**src/sv/rau_pkg.sv**
```systemverilog
// Shared constants, operation codes and types of the rational arithmetic unit.
// No dependencies; every other file imports this package.
package rau_pkg;

   // Operand width; the internal widths but the result fields follow from it.
   localparam int OPERAND_WIDTH = 16;
   localparam int MAG_W         = 2*OPERAND_WIDTH + 1;
   localparam int SUM_W         = MAG_W + 1;
   localparam int PROD_W        = 2*OPERAND_WIDTH;
   localparam int CNT_W         = $clog2(MAG_W + 1);
   localparam int MCNT_W        = $clog2(OPERAND_WIDTH + 1);
   localparam int REQ_DATA_W    = ((4*OPERAND_WIDTH + 7) / 8) * 8;

   // Fixed result field widths.
   localparam int NUM_W  = 33;
   localparam int DEN_W  = 31;
   localparam int KIND_W = 2;

   // Operation codes.
   localparam logic [KIND_W-1:0] KIND_ADD = 2'd0;
   localparam logic [KIND_W-1:0] KIND_SUB = 2'd1;
   localparam logic [KIND_W-1:0] KIND_MUL = 2'd2;
   localparam logic [KIND_W-1:0] KIND_DIV = 2'd3;

   // Magnitudes of a fraction.
   typedef struct packed {
      logic [MAG_W-1:0] num;
      logic [MAG_W-1:0] den;
   } rau_frac_type;

endpackage

```
**src/sv/rau_mul.sv**
```systemverilog
// Shift-and-add multiplier, one multiplier bit per cycle.
// Depends on rau_pkg.
module rau_mul
   import rau_pkg::*;
(
   input  logic                     clock,
   input  logic                     reset,
   input  logic                     start,
   input  logic [OPERAND_WIDTH-1:0] mul_a,
   input  logic [OPERAND_WIDTH-1:0] mul_b,
   output logic                     busy,
   output logic [PROD_W-1:0]        prod
);

   logic                     busy_ff, busy_in;
   logic [MCNT_W-1:0]        cnt_ff, cnt_in;
   logic [PROD_W-1:0]        mc_ff, mc_in;
   logic [OPERAND_WIDTH-1:0] mp_ff, mp_in;
   logic [PROD_W-1:0]        acc_ff, acc_in;

   // Add the shifted multiplicand for each set multiplier bit
   always_comb begin
      busy_in = busy_ff;
      cnt_in  = cnt_ff;
      mc_in   = mc_ff;
      mp_in   = mp_ff;
      acc_in  = acc_ff;
      if (!busy_ff) begin
         if (start) begin
            busy_in = 1'b1;
            cnt_in  = '0;
            mc_in   = PROD_W'(mul_a);
            mp_in   = mul_b;
            acc_in  = '0;
         end
      end else begin
         if (mp_ff[0]) begin
            acc_in = acc_ff + mc_ff;
         end
         mc_in  = mc_ff << 1;
         mp_in  = mp_ff >> 1;
         cnt_in = cnt_ff + 1'b1;
         if (cnt_ff == MCNT_W'(OPERAND_WIDTH - 1)) begin
            busy_in = 1'b0;
         end
      end
   end

   always_ff @(posedge clock) begin
      if (reset) begin
         busy_ff <= 1'b0;
         cnt_ff  <= '0;
      end else begin
         busy_ff <= busy_in;
         cnt_ff  <= cnt_in;
      end
      mc_ff  <= mc_in;
      mp_ff  <= mp_in;
      acc_ff <= acc_in;
   end

   assign busy = busy_ff;
   assign prod = acc_ff;

endmodule

```
**src/sv/rau_reduce.sv**
```systemverilog
// Fraction reduction: binary gcd one step per cycle, restoring the common powers of
// two, then two restoring divisions by the gcd, one quotient bit per cycle. Depends on rau_pkg.
module rau_reduce
   import rau_pkg::*;
(
   input  logic         clock,
   input  logic         reset,
   input  logic         start,
   input  rau_frac_type mag_in,
   output logic         busy,
   output rau_frac_type quot
);

   localparam logic [1:0] RS_IDLE  = 2'd0;
   localparam logic [1:0] RS_GCD   = 2'd1;
   localparam logic [1:0] RS_SHIFT = 2'd2;
   localparam logic [1:0] RS_DIV   = 2'd3;

   logic [1:0]       state_ff, state_in;
   logic [MAG_W-1:0] x_ff, x_in, y_ff, y_in;
   logic [CNT_W-1:0] k_ff, k_in, cnt_ff, cnt_in;
   logic [MAG_W-1:0] nd_ff, nd_in, dd_ff, dd_in;
   logic [MAG_W:0]   rn_ff, rn_in, rd_ff, rd_in;
   logic [MAG_W-1:0] qn_ff, qn_in, qd_ff, qd_in;
   logic [MAG_W:0]   rn_sh, rd_sh, g_ext;

   // Trial remainders of both divisions
   assign rn_sh = {rn_ff[MAG_W-1:0], nd_ff[MAG_W-1]};
   assign rd_sh = {rd_ff[MAG_W-1:0], dd_ff[MAG_W-1]};
   assign g_ext = {1'b0, y_ff};

   always_comb begin
      state_in = state_ff;
      x_in     = x_ff;
      y_in     = y_ff;
      k_in     = k_ff;
      cnt_in   = cnt_ff;
      nd_in    = nd_ff;
      dd_in    = dd_ff;
      rn_in    = rn_ff;
      rd_in    = rd_ff;
      qn_in    = qn_ff;
      qd_in    = qd_ff;
      unique case (state_ff)
         RS_IDLE: begin
            if (start) begin
               x_in     = mag_in.num;
               y_in     = mag_in.den;
               nd_in    = mag_in.num;
               dd_in    = mag_in.den;
               k_in     = '0;
               state_in = RS_GCD;
            end
         end
         // Binary gcd step; the denominator operand never reaches zero
         RS_GCD: begin
            if (x_ff == '0) begin
               state_in = RS_SHIFT;
            end else if (!x_ff[0] && !y_ff[0]) begin
               x_in = x_ff >> 1;
               y_in = y_ff >> 1;
               k_in = k_ff + 1'b1;
            end else if (!x_ff[0]) begin
               x_in = x_ff >> 1;
            end else if (!y_ff[0]) begin
               y_in = y_ff >> 1;
            end else if (x_ff >= y_ff) begin
               x_in = (x_ff - y_ff) >> 1;
            end else begin
               y_in = (y_ff - x_ff) >> 1;
            end
         end
         // Restore the common powers of two
         RS_SHIFT: begin
            if (k_ff != '0) begin
               y_in = y_ff << 1;
               k_in = k_ff - 1'b1;
            end else begin
               cnt_in   = '0;
               rn_in    = '0;
               rd_in    = '0;
               state_in = RS_DIV;
            end
         end
         // One quotient bit of each division
         RS_DIV: begin
            if (rn_sh >= g_ext) begin
               rn_in = rn_sh - g_ext;
               qn_in = {qn_ff[MAG_W-2:0], 1'b1};
            end else begin
               rn_in = rn_sh;
               qn_in = {qn_ff[MAG_W-2:0], 1'b0};
            end
            if (rd_sh >= g_ext) begin
               rd_in = rd_sh - g_ext;
               qd_in = {qd_ff[MAG_W-2:0], 1'b1};
            end else begin
               rd_in = rd_sh;
               qd_in = {qd_ff[MAG_W-2:0], 1'b0};
            end
            nd_in  = nd_ff << 1;
            dd_in  = dd_ff << 1;
            cnt_in = cnt_ff + 1'b1;
            if (cnt_ff == CNT_W'(MAG_W - 1)) begin
               state_in = RS_IDLE;
            end
         end
         default: state_in = RS_IDLE;
      endcase
   end

   always_ff @(posedge clock) begin
      if (reset) begin
         state_ff <= RS_IDLE;
         k_ff     <= '0;
         cnt_ff   <= '0;
      end else begin
         state_ff <= state_in;
         k_ff     <= k_in;
         cnt_ff   <= cnt_in;
      end
      x_ff  <= x_in;
      y_ff  <= y_in;
      nd_ff <= nd_in;
      dd_ff <= dd_in;
      rn_ff <= rn_in;
      rd_ff <= rd_in;
      qn_ff <= qn_in;
      qd_ff <= qd_in;
   end

   assign busy     = (state_ff != RS_IDLE);
   assign quot.num = qn_ff;
   assign quot.den = qd_ff;

endmodule

```
**src/sv/rational_arithmetic_unit.sv**
```systemverilog
// Rational arithmetic unit: add, subtract, multiply or divide two fractions
// and return the reduced result. One request at a time; the result passes
// through the bit-serial binary gcd and restoring divide in the reduce units
// (operands, then result) and the shift-and-add multiplies between them.
// Synchronous reset clears the control state only.
// Depends on rau_pkg, rau_reduce and rau_mul.
module rational_arithmetic_unit
   import rau_pkg::*;
(
   input  logic                   clock,
   input  logic                   reset,
   input  logic                   req_tvalid,
   output logic                   req_tready,
   // a_num, a_den, b_num, b_den from the lowest bit up
   input  logic [REQ_DATA_W-1:0]  req_tdata,
   // kind
   input  logic [KIND_W-1:0]      req_tuser,
   output logic                   rsp_tvalid,
   input  logic                   rsp_tready,
   // result_num, result_den from the lowest bit up
   output logic [NUM_W+DEN_W-1:0] rsp_tdata,
   // zero_divisor
   output logic                   rsp_tuser
);

   localparam int W = OPERAND_WIDTH;

   localparam logic [2:0] ST_IDLE    = 3'd0;
   localparam logic [2:0] ST_RED_OP  = 3'd1;
   localparam logic [2:0] ST_MUL     = 3'd2;
   localparam logic [2:0] ST_RED_RES = 3'd3;
   localparam logic [2:0] ST_OUT     = 3'd4;

   function automatic logic [W-1:0] abs_op(input logic [W-1:0] v);
      abs_op = v[W-1] ? (~v + 1'b1) : v;
   endfunction

   logic [2:0]        state_ff, state_in;
   logic [KIND_W-1:0] kind_ff;
   logic              an_neg_ff, ad_neg_ff, bn_neg_ff, bd_neg_ff;
   logic              sa_ff, sb_ff, rn_neg_ff, rd_neg_ff, zdiv_ff;
   logic              rsp_valid_ff;
   logic [NUM_W-1:0]  out_num_ff;
   logic [DEN_W-1:0]  out_den_ff;
   logic              out_zdiv_ff;

   logic [W-1:0]  a_num, a_den, b_num, b_den, ad_v, bd_v;
   logic          accept, op_done, mul_done, res_done, out_load;
   rau_frac_type  op_a, op_b, res_frac, red0_in, quot0, quot1;
   logic          busy0, busy1, mbusy1, mbusy2, mbusy3;
   logic [W-1:0]  ma_n, ma_d, mb_n, mb_d, m1_b, m3_b;
   logic [PROD_W-1:0] p1, p2, p3;
   logic [SUM_W-1:0]  t1, t2, t1m, rn_sum, rn_abs;
   logic          sa, sb, nneg, dzero, out_neg;
   logic [NUM_W-1:0]  q_num;

   // Unpack the request
   assign a_num = req_tdata[W-1:0];
   assign a_den = req_tdata[2*W-1:W];
   assign b_num = req_tdata[3*W-1:2*W];
   assign b_den = req_tdata[4*W-1:3*W];
   assign ad_v  = (a_den == '0) ? W'(1) : a_den;
   assign bd_v  = (b_den == '0) ? W'(1) : b_den;

   assign op_a.num = MAG_W'(abs_op(a_num));
   assign op_a.den = MAG_W'(abs_op(ad_v));
   assign op_b.num = MAG_W'(abs_op(b_num));
   assign op_b.den = MAG_W'(abs_op(bd_v));

   assign req_tready = (state_ff == ST_IDLE);
   assign accept     = req_tvalid && req_tready;
   assign op_done    = (state_ff == ST_RED_OP) && !busy0 && !busy1;
   assign mul_done   = (state_ff == ST_MUL) && !mbusy1 && !mbusy2 && !mbusy3;
   assign res_done   = (state_ff == ST_RED_RES) && !busy0;
   assign out_load   = (state_ff == ST_OUT) && (!rsp_valid_ff || rsp_tready);

   // Reduced operands
   assign ma_n = W'(quot0.num);
   assign ma_d = W'(quot0.den);
   assign mb_n = W'(quot1.num);
   assign mb_d = W'(quot1.den);
   assign sa   = (an_neg_ff != ad_neg_ff) && (quot0.num != '0);
   assign sb   = (bn_neg_ff != bd_neg_ff) && (quot1.num != '0);
   assign m1_b = (kind_ff == KIND_MUL) ? mb_n : mb_d;
   assign m3_b = (kind_ff == KIND_DIV) ? mb_n : mb_d;

   // Combine the signed cross products
   assign t1  = sa_ff ? (~SUM_W'(p1) + 1'b1) : SUM_W'(p1);
   assign t2  = sb_ff ? (~SUM_W'(p2) + 1'b1) : SUM_W'(p2);
   assign t1m = (sa_ff != sb_ff) ? (~SUM_W'(p1) + 1'b1) : SUM_W'(p1);

   always_comb begin
      unique case (kind_ff)
         KIND_ADD: rn_sum = t1 + t2;
         KIND_SUB: rn_sum = t1 - t2;
         KIND_MUL: rn_sum = t1m;
         KIND_DIV: rn_sum = t1;
         default:  rn_sum = t1;
      endcase
   end

   assign nneg         = rn_sum[SUM_W-1];
   assign rn_abs       = nneg ? (~rn_sum + 1'b1) : rn_sum;
   assign dzero        = (p3 == '0);
   assign res_frac.num = MAG_W'(rn_abs);
   assign res_frac.den = dzero ? MAG_W'(1) : MAG_W'(p3);

   assign red0_in = (state_ff == ST_IDLE) ? op_a : res_frac;

   rau_reduce u_red0 (
      .clock  (clock),
      .reset  (reset),
      .start  (accept || mul_done),
      .mag_in (red0_in),
      .busy   (busy0),
      .quot   (quot0)
   );

   rau_reduce u_red1 (
      .clock  (clock),
      .reset  (reset),
      .start  (accept),
      .mag_in (op_b),
      .busy   (busy1),
      .quot   (quot1)
   );

   rau_mul u_mul1 (
      .clock (clock), .reset (reset), .start (op_done),
      .mul_a (ma_n), .mul_b (m1_b), .busy (mbusy1), .prod (p1)
   );

   rau_mul u_mul2 (
      .clock (clock), .reset (reset), .start (op_done),
      .mul_a (mb_n), .mul_b (ma_d), .busy (mbusy2), .prod (p2)
   );

   rau_mul u_mul3 (
      .clock (clock), .reset (reset), .start (op_done),
      .mul_a (ma_d), .mul_b (m3_b), .busy (mbusy3), .prod (p3)
   );

   // Advance the sequencer
   always_comb begin
      state_in = state_ff;
      unique case (state_ff)
         ST_IDLE:    if (accept)   state_in = ST_RED_OP;
         ST_RED_OP:  if (op_done)  state_in = ST_MUL;
         ST_MUL:     if (mul_done) state_in = ST_RED_RES;
         ST_RED_RES: if (res_done) state_in = ST_OUT;
         ST_OUT:     if (out_load) state_in = ST_IDLE;
         default:    state_in = ST_IDLE;
      endcase
   end

   // Final sign
   assign out_neg = (rn_neg_ff != rd_neg_ff) && (quot0.num != '0);
   assign q_num   = NUM_W'(quot0.num);

   always_ff @(posedge clock) begin
      if (reset) begin
         state_ff     <= ST_IDLE;
         rsp_valid_ff <= 1'b0;
      end else begin
         state_ff <= state_in;
         if (out_load) begin
            rsp_valid_ff <= 1'b1;
         end else if (rsp_tready) begin
            rsp_valid_ff <= 1'b0;
         end
      end
      // Hold request signs and kind
      if (accept) begin
         kind_ff   <= req_tuser;
         an_neg_ff <= a_num[W-1];
         ad_neg_ff <= ad_v[W-1];
         bn_neg_ff <= b_num[W-1];
         bd_neg_ff <= bd_v[W-1];
      end
      if (op_done) begin
         sa_ff <= sa;
         sb_ff <= sb;
      end
      if (mul_done) begin
         rn_neg_ff <= nneg;
         rd_neg_ff <= (kind_ff == KIND_DIV) && sb_ff && !dzero;
         zdiv_ff   <= dzero;
      end
      if (out_load) begin
         out_num_ff  <= out_neg ? (~q_num + 1'b1) : q_num;
         out_den_ff  <= DEN_W'(quot0.den);
         out_zdiv_ff <= zdiv_ff;
      end
   end

   assign rsp_tvalid = rsp_valid_ff;
   assign rsp_tdata  = {out_den_ff, out_num_ff};
   assign rsp_tuser  = out_zdiv_ff;

   // Checks
   a_den_nonzero: assert property (@(posedge clock) disable iff (reset)
      rsp_valid_ff |-> (out_den_ff != '0))
      else $error("result denominator is zero");

   a_zdiv_den_one: assert property (@(posedge clock) disable iff (reset)
      (rsp_valid_ff && out_zdiv_ff) |-> (out_den_ff == DEN_W'(1)))
      else $error("zero divisor result without unit denominator");

   a_start_reduce: assert property (@(posedge clock) disable iff (reset)
      accept |=> (busy0 && busy1))
      else $error("operand reduction did not start");

endmodule
```
**config.mk**
```make
export PLATFORM = sky130hd
export DESIGN_NAME = rational_arithmetic_unit
export DESIGN_NICKNAME = d
export VERILOG_FILES = /design/src/sv/rau_pkg.sv /design/src/sv/rau_mul.sv /design/src/sv/rau_reduce.sv /design/src/sv/rational_arithmetic_unit.sv
export SDC_FILE = /design/constraint.sdc
export NUM_CORES = 2
export LEC_CHECK = 0
export BUFFER_PORTS_ARGS = -buffer_cell sky130_fd_sc_hd__buf_2
export CORE_ASPECT_RATIO = 1.75
export CORE_MARGIN = 1.5
export CORE_UTILIZATION = 58
export DETAILED_ROUTE_END_ITERATION = 12
export GPL_TIMING_DRIVEN = 0
export PLACE_DENSITY_LB_ADDON = 0.05
export SYNTH_ARGS = -nofsm -noshare
export SYNTH_HDL_FRONTEND = slang
export SYNTH_SLANG_ARGS = --single-unit
```
**constraint.sdc**
```tcl
create_clock -name clock -period 7.6 [get_ports clock]
set_input_delay 1.52 -clock clock [delete_from_list [all_inputs] [get_ports clock]]
set_output_delay 1.52 -clock clock [all_outputs]
set_load 0.05 [all_outputs]
```
Word level (Yosys, flattened, before mapping):

Index checks and enable logic that the tools add are counted.

* word-level logic and storage cells: 359
* register bits: 875
* bits of input ports: 70

* multiplexer cells: 126
* equality and inequality tests: 52
* add/sub/neg operators: 30
* reductions and logical operators: 75
* bitwise operators: 8
* order comparisons: 6

Operators with widths (count)
* two-way mux 33 bit: 34
* one-hot mux 33 bit (2 select lines): 10
* two-way mux 32 bit: 14
* subtractor 33 bit: 8
* one-hot mux 33 bit (3 select lines): 2
* greater-or-equal comparator 34 x 33 -> 1 bit: 4
* one-hot mux 34 bit (4 select lines): 1
* two-way mux 16 bit: 8
* two-way mux 34 bit: 3
* adder 32 bit: 3
* two-way mux 15 bit: 6
* adder 34 x 1 -> 34 bit (second input constant): 2
* inverter 32 -> 34 bit: 2
* adder 33 x 1 -> 33 bit (second input constant): 2
* greater-or-equal comparator 33 bit: 2
* logical NOT 33 bit: 2
* two-way mux 66 bit: 1
* inverter 33 bit: 2
* nonzero test 33 bit: 2
* adder 16 x 1 -> 16 bit (second input constant): 4
* inverter 16 bit: 4
* two-way mux 6 bit: 10
* one-hot mux 6 bit (3 select lines): 2
* AND reduction 5 bit: 7
* other kinds (38): 162

Logic depth before layout (Yosys ltp):

* depth in word-level cells: 11
* depth in mapped cells: 27
* gate-level depth less buffers: 25

By module:

From an unflattened synthesis, not the netlist that was laid out.

* cell total of the unflattened synthesis: 6849
* area total of the unflattened synthesis: 66100.9 um^2

Modules (own cells, without submodules)
* rau_reduce (u_red1): times used 1, cells an instance 1983, area each 19441.1 um^2
* rau_reduce (u_red0): times used 1, cells an instance 1919, area each 19150.9 um^2
* rau_mul: times used 3, cells an instance 462, area each 5182.5 um^2
* rational_arithmetic_unit: times used 1, cells an instance 1561, area each 11961.5 um^2

Worst setup path after synthesis:

OpenSTA, ideal clock, no wires.

* kind: reg-to-reg
* start: register u_red1.state_ff[1]
* end: register u_red1.dd_ff[0], enable pin
* cell stages (with the launch flop): 7
* arrival time: 7.156 ns
* slack: -0.137 ns
* data required time: 7.019 ns
* library setup time: 0.581 ns
* buffers on the path: 3
* path through: dfxtp_1 ha_1 clkbuf_1 inv_1 clkbuf_1 clkbuf_1 o21ai_0

* longest elaborated chain between the ends: 3
* elaborated cells on any way between the ends: 5
* those cells by class: 2 x eq/ne; 3 x reduce/logical

RTL lines
* start: declaration: RTL line rau_reduce.sv:19 `logic [1:0] state_ff, state_in;`
* start signal: assignment: RTL line rau_reduce.sv:118 `state_ff <= state_in;`
* == test 2 bit or logical NOT 2 bit (tied branches): RTL line rau_reduce.sv:44 `unique case (state_ff)`
* nonzero test 2 bit (no source line) or inequality test 2 bit (tied branches)
* AND reduction 2 bit (no source line) (*)
* end signal: assignment: RTL line rau_reduce.sv:125 `dd_ff <= dd_in;`
* end: declaration: RTL line rau_reduce.sv:22 `logic [MAG_W-1:0] nd_ff, nd_in, dd_ff, dd_in;`

Every way passes the cells marked *; elsewhere a longest branch is shown, timed or not.
A chain may end at the register's enable or synchronous reset.

Worst setup path after layout:

* start: register sb_ff
* end: register u_red0.nd_ff[5], data pin

* longest elaborated chain between the ends: 9
* elaborated cells on any way between the ends: 12
* those cells by class: 3 x add/sub; 1 x eq/ne; 7 x mux; 1 x bitwise

RTL lines
* start: declaration: RTL line rational_arithmetic_unit.sv:41 `logic sa_ff, sb_ff, rn_neg_ff, rd_neg_ff, zdiv_ff;`
* start signal: assignment: RTL line rational_arithmetic_unit.sv:182 `sb_ff <= sb;`
* two-way mux 34 bit or inequality test 1 bit (tied branches): RTL line rational_arithmetic_unit.sv:89, rational_arithmetic_unit.sv:90
* subtractor 34 bit, or another cell as far along: RTL line rational_arithmetic_unit.sv:95 `KIND_SUB: rn_sum = t1 - t2;`
* one-hot mux 34 bit (4 select lines) (*): RTL line rational_arithmetic_unit.sv:93 `unique case (kind_ff)`
* inverter 33 bit: RTL line rational_arithmetic_unit.sv:103 `assign rn_abs = nneg ? (~rn_sum + 1'b1) : rn_sum;`
* adder 33 x 1 -> 33 bit: RTL line rational_arithmetic_unit.sv:103
* two-way mux 33 bit (*): RTL line rational_arithmetic_unit.sv:103
* two-way mux 66 bit (*): RTL line rational_arithmetic_unit.sv:108 `assign red0_in = (state_ff == ST_IDLE) ? op_a : res_frac;`
* two-way mux 33 bit (*): RTL line rau_reduce.sv:46 `if (start) begin`
* one-hot mux 33 bit (2 select lines) (*): RTL line rau_reduce.sv:44
* via u_red0.nd_in[5]: RTL line rau_reduce.sv:22
* end signal: assignment: RTL line rau_reduce.sv:124 `nd_ff <= nd_in;`
* end: declaration: RTL line rau_reduce.sv:22

Mark *: on every way through the listed nets, which the timed path passes. The rest lies on a longest branch. The select of a mux whose other input is x is not followed.

==> results.ini <==
[outcome]
run_status = complete, but fails checks
violations = max-capacitance violations

[logic_synthesis]
asyncSetResetFlopFracSynth_pct = 0
postSynthRegisterBits = 874
synth_edf_count = 818
synthesis.yosys.warnings = 0
syn_inst = 6598
dominant_synthesized_flop_cell = sky130_fd_sc_hd__edfxtp_1
postSynthNetCount = 7112
post_synth_num_cell_types = 96
synth_seq_area_share_pct = 41.4
synth.avg_cell_area_um2 = 9.41
netlist_area_before_placement_um2 = 62100

[floorplan]
design.portCount = 137
starting_density_of_the_core_pct = 58.6
floorplan.die_area_um2 = 109000
rows = 158
coreArea_um2 = 106000
die_w_um = 250
die_h_um = 436

[timing]
timing_worst_slew_pin_value_ns = 1.47
fmax_mhz = 135
final-setup-viol-count = 0
fin_crit_sh_pct = 97.1
layout_min_cycle_time_ns = 7.38
hold_viol_final = 0
finalMaxSlewViolations = 0
max_slew_margin_pct = 0.549
final.setup_skew_ns = 0.0583
final.setup.tns_ns = 0

[final_layout]
post-route-cell-area_um2 = 68000
layout_commonest_cell = sky130_fd_sc_hd__edfxtp_1
nNetsFinal = 7354
commonest_cells_after_routing_fill_and_taps_aside = sky130_fd_sc_hd__edfxtp_1, sky130_fd_sc_hd__nand2_1, sky130_fd_sc_hd__nor2_1, sky130_fd_sc_hd__a21oi_1, sky130_fd_sc_hd__ha_1
final_standard_cell_utilization_of_the_core_pct = 64.2
area_growth_syn_to_layout_pct = 9.53
n_fill_cell = 9043
instances_no_fill = 8276
layout_cell_share_with_drive_strength_beyond_1_pct = 6.74

[detailed_routing]
ant_nets_after_route = 0
drt-vias-per-instance = 6.36
routed-wl-met3_um = 9140
drt-met1-wl_um = 68000
drcViolationCount = 0
drt_iter0_markers = 3737
drt_wl_total_um = 209000
route.met2.wl_um = 107000
routed.top_layer = met5
via_count = 52597
drt_pre_antenna_iters = 6
post_drt_wl_per_cell_um = 25.2

[clocking]
cts_hold_buffers = 0
clockRootBuffer = sky130_fd_sc_hd__clkbuf_16
max-clock-path-buffers = 3
tritoncts.num_buffers = 88
clock_sink_count = 874
clk_pin_slew_worst_paths_ns = 0.07
cts_max_level = 3
clock_latency_ns = 0.75
tritoncts = done

[worst_setup_path]
reg2reg_depth = 23
reg2reg_slack_ns = 0.22
timing_worst_setup_path_type = reg2reg
critical_path_peak_fanout = 10
worst-endpoint-required_ns = 8.10
critical_path.startpoint_type = register
timing.critical_path.to_type = register
crit_slowest_cell = sky130_fd_sc_hd__o31ai_1
critPathMostFrequentCell = sky130_fd_sc_hd__clkbuf_2
cell_by_cell_trace_of_the_critical_path = clkbuf_2 > clkbuf_2 > clkbuf_1 > clkbuf_2 > clkbuf_2 > nand2_1 > o32ai_1 > a21oi_1 > xor2_1 > ha_1 > clkbuf_1 > nand4_1 > a2111oi_2 > o41ai_4 > a211oi_2 > o211ai_1 > a21oi_1 > or4_1 > nand3_1 > o31ai_1 > xnor2_1 > a21o_1 > mux2_2
cp_slowest_stage_delay_ns = 0.73
worstPathArrival_ns = 7.88

[global_route]
grt_use_total_pct = 37.6
first_global_vias = 52548
antenna_found_initial = 3
pin_count_of_the_biggest_net_entering_global_routing = 67
grt_total_ovfl = 0
grt_first_pass_wirelength_um = 310000

[job]
maxCapViolCount = 1

[placed_design]
hpwl_um = 164000
placed_cells = 8109
dpl_cell_area_um2 = 64900
io_buffer_count = 135
routability_cong = 1.06

[min_path]
hold_depth = 0
hp-class = reg2reg

-- cells by family (layout without fill, tap and decap cells) --
group                    after synthesis  after routing  share of synthesized area, %
AO/OA/AOI/OAI                       1793           1793                          18.8
AND/OR/NAND/NOR                     2181           2181                          16.7
flip-flops                           874            874                          41.4
multiplexers                         164            164                          2.75
adder cells (fa/ha/maj)              444            444                          9.12
XOR/XNOR                             525            525                          7.42
other                                  0              3                             0
buffers and inverters                617            932                          3.80
-- area by class of cell --
cell class	count	area [um^2]	area share, %
antenna	3	7.51	0.0110
buffer	316	1240	1.83
clock buffer	113	2350	3.45
clock inverter	50	601	0.884
inverter	299	1130	1.66
multi-input combinational	5107	34200	50.3
sequential	874	25700	37.8
tap	1360	1700	2.50
timing repair buffer	154	1060	1.55
-- synth_stat cells, drive strengths merged, types with 33 or more instances --
master | count | area share [%]
edfxtp | 818 | 40
nand2 | 669 | 4.0
nor2 | 573 | 3.5
a21oi | 489 | 4.0
ha | 430 | 8.7
o21ai | 407 | 3.3
xnor2 | 322 | 4.5
inv | 297 | 1.8
clkbuf | 273 | 1.7
xor2 | 203 | 2.9
a21o | 182 | 2.2
and2 | 147 | 1.5
nor3 | 140 | 1.2
nand3 | 134 | 1.1
mux2i | 110 | 1.8
o31ai | 97 | 1.2
nand4 | 79 | 0.80
nand2b | 77 | 0.78
nor2b | 74 | 0.75
o21a | 67 | 0.81
nor4 | 65 | 0.68
and3 | 60 | 0.60
a211oi | 59 | 0.71
or3 | 58 | 0.58
a221oi | 57 | 0.80
dfxtp | 56 | 1.8
mux2 | 54 | 0.98
a31oi | 50 | 0.50
o21bai | 49 | 0.59
buf | 45 | 0.34
a22o | 36 | 0.51
o41ai | 33 | 0.48
-- critical path: cells and delay by family (launching register included) --
kind                       cells  cell delay, ns
muxes                          1            0.29
adders and majority gates      1            0.29
buffers and inverters          6            1.99
xor gates and xnor gates       2            0.49
and+or+nand+nor                4            0.61
AOI/OAI and AO/OA              9            2.96
DFF                            1            0.52
-- metal layers --
metal  vias up  global-route usage (%)
met3       831                    5.45
met1     25200                    35.0
met4         2                    37.5
met2      1844                    68.6
li1      24720                       -
met5         -                       0
-- what timing repair did --
action	4_1_cts	5_1_grt
pin swaps	0	3
resized for setup	13	15
buffers inserted	0	3
endpoints found under the setup margin	65	64
-- through the flow --
| stage | hold WS [ns] | setup slack [ns] |
|---|---|---|
| floorplan | 0.400 | 1.64 |
| global placement | 0.415 | -1.92 |
| detailed placement | 0.419 | -0.978 |
| CTS | 0.433 | 0.0134 |
| global route | 0.441 | -0.00861 |
| finish | 0.430 | 0.217 |
-- worst paths after layout --
check                                   from                         to
hold reg to reg   u_red0.qd_ff[30]$_DFFE_PP_   out_den_ff[30]$_DFFE_PP_
hold / removal    u_red0.qd_ff[30]$_DFFE_PP_   out_den_ff[30]$_DFFE_PP_
setup / recovery             sb_ff$_DFFE_PP_  u_red0.nd_ff[5]$_DFFE_PP_
setup reg to reg             sb_ff$_DFFE_PP_  u_red0.nd_ff[5]$_DFFE_PP_
Power is not shown: default switching activity piles up to over one toggle a cycle in this logic, so the estimate is an artifact.
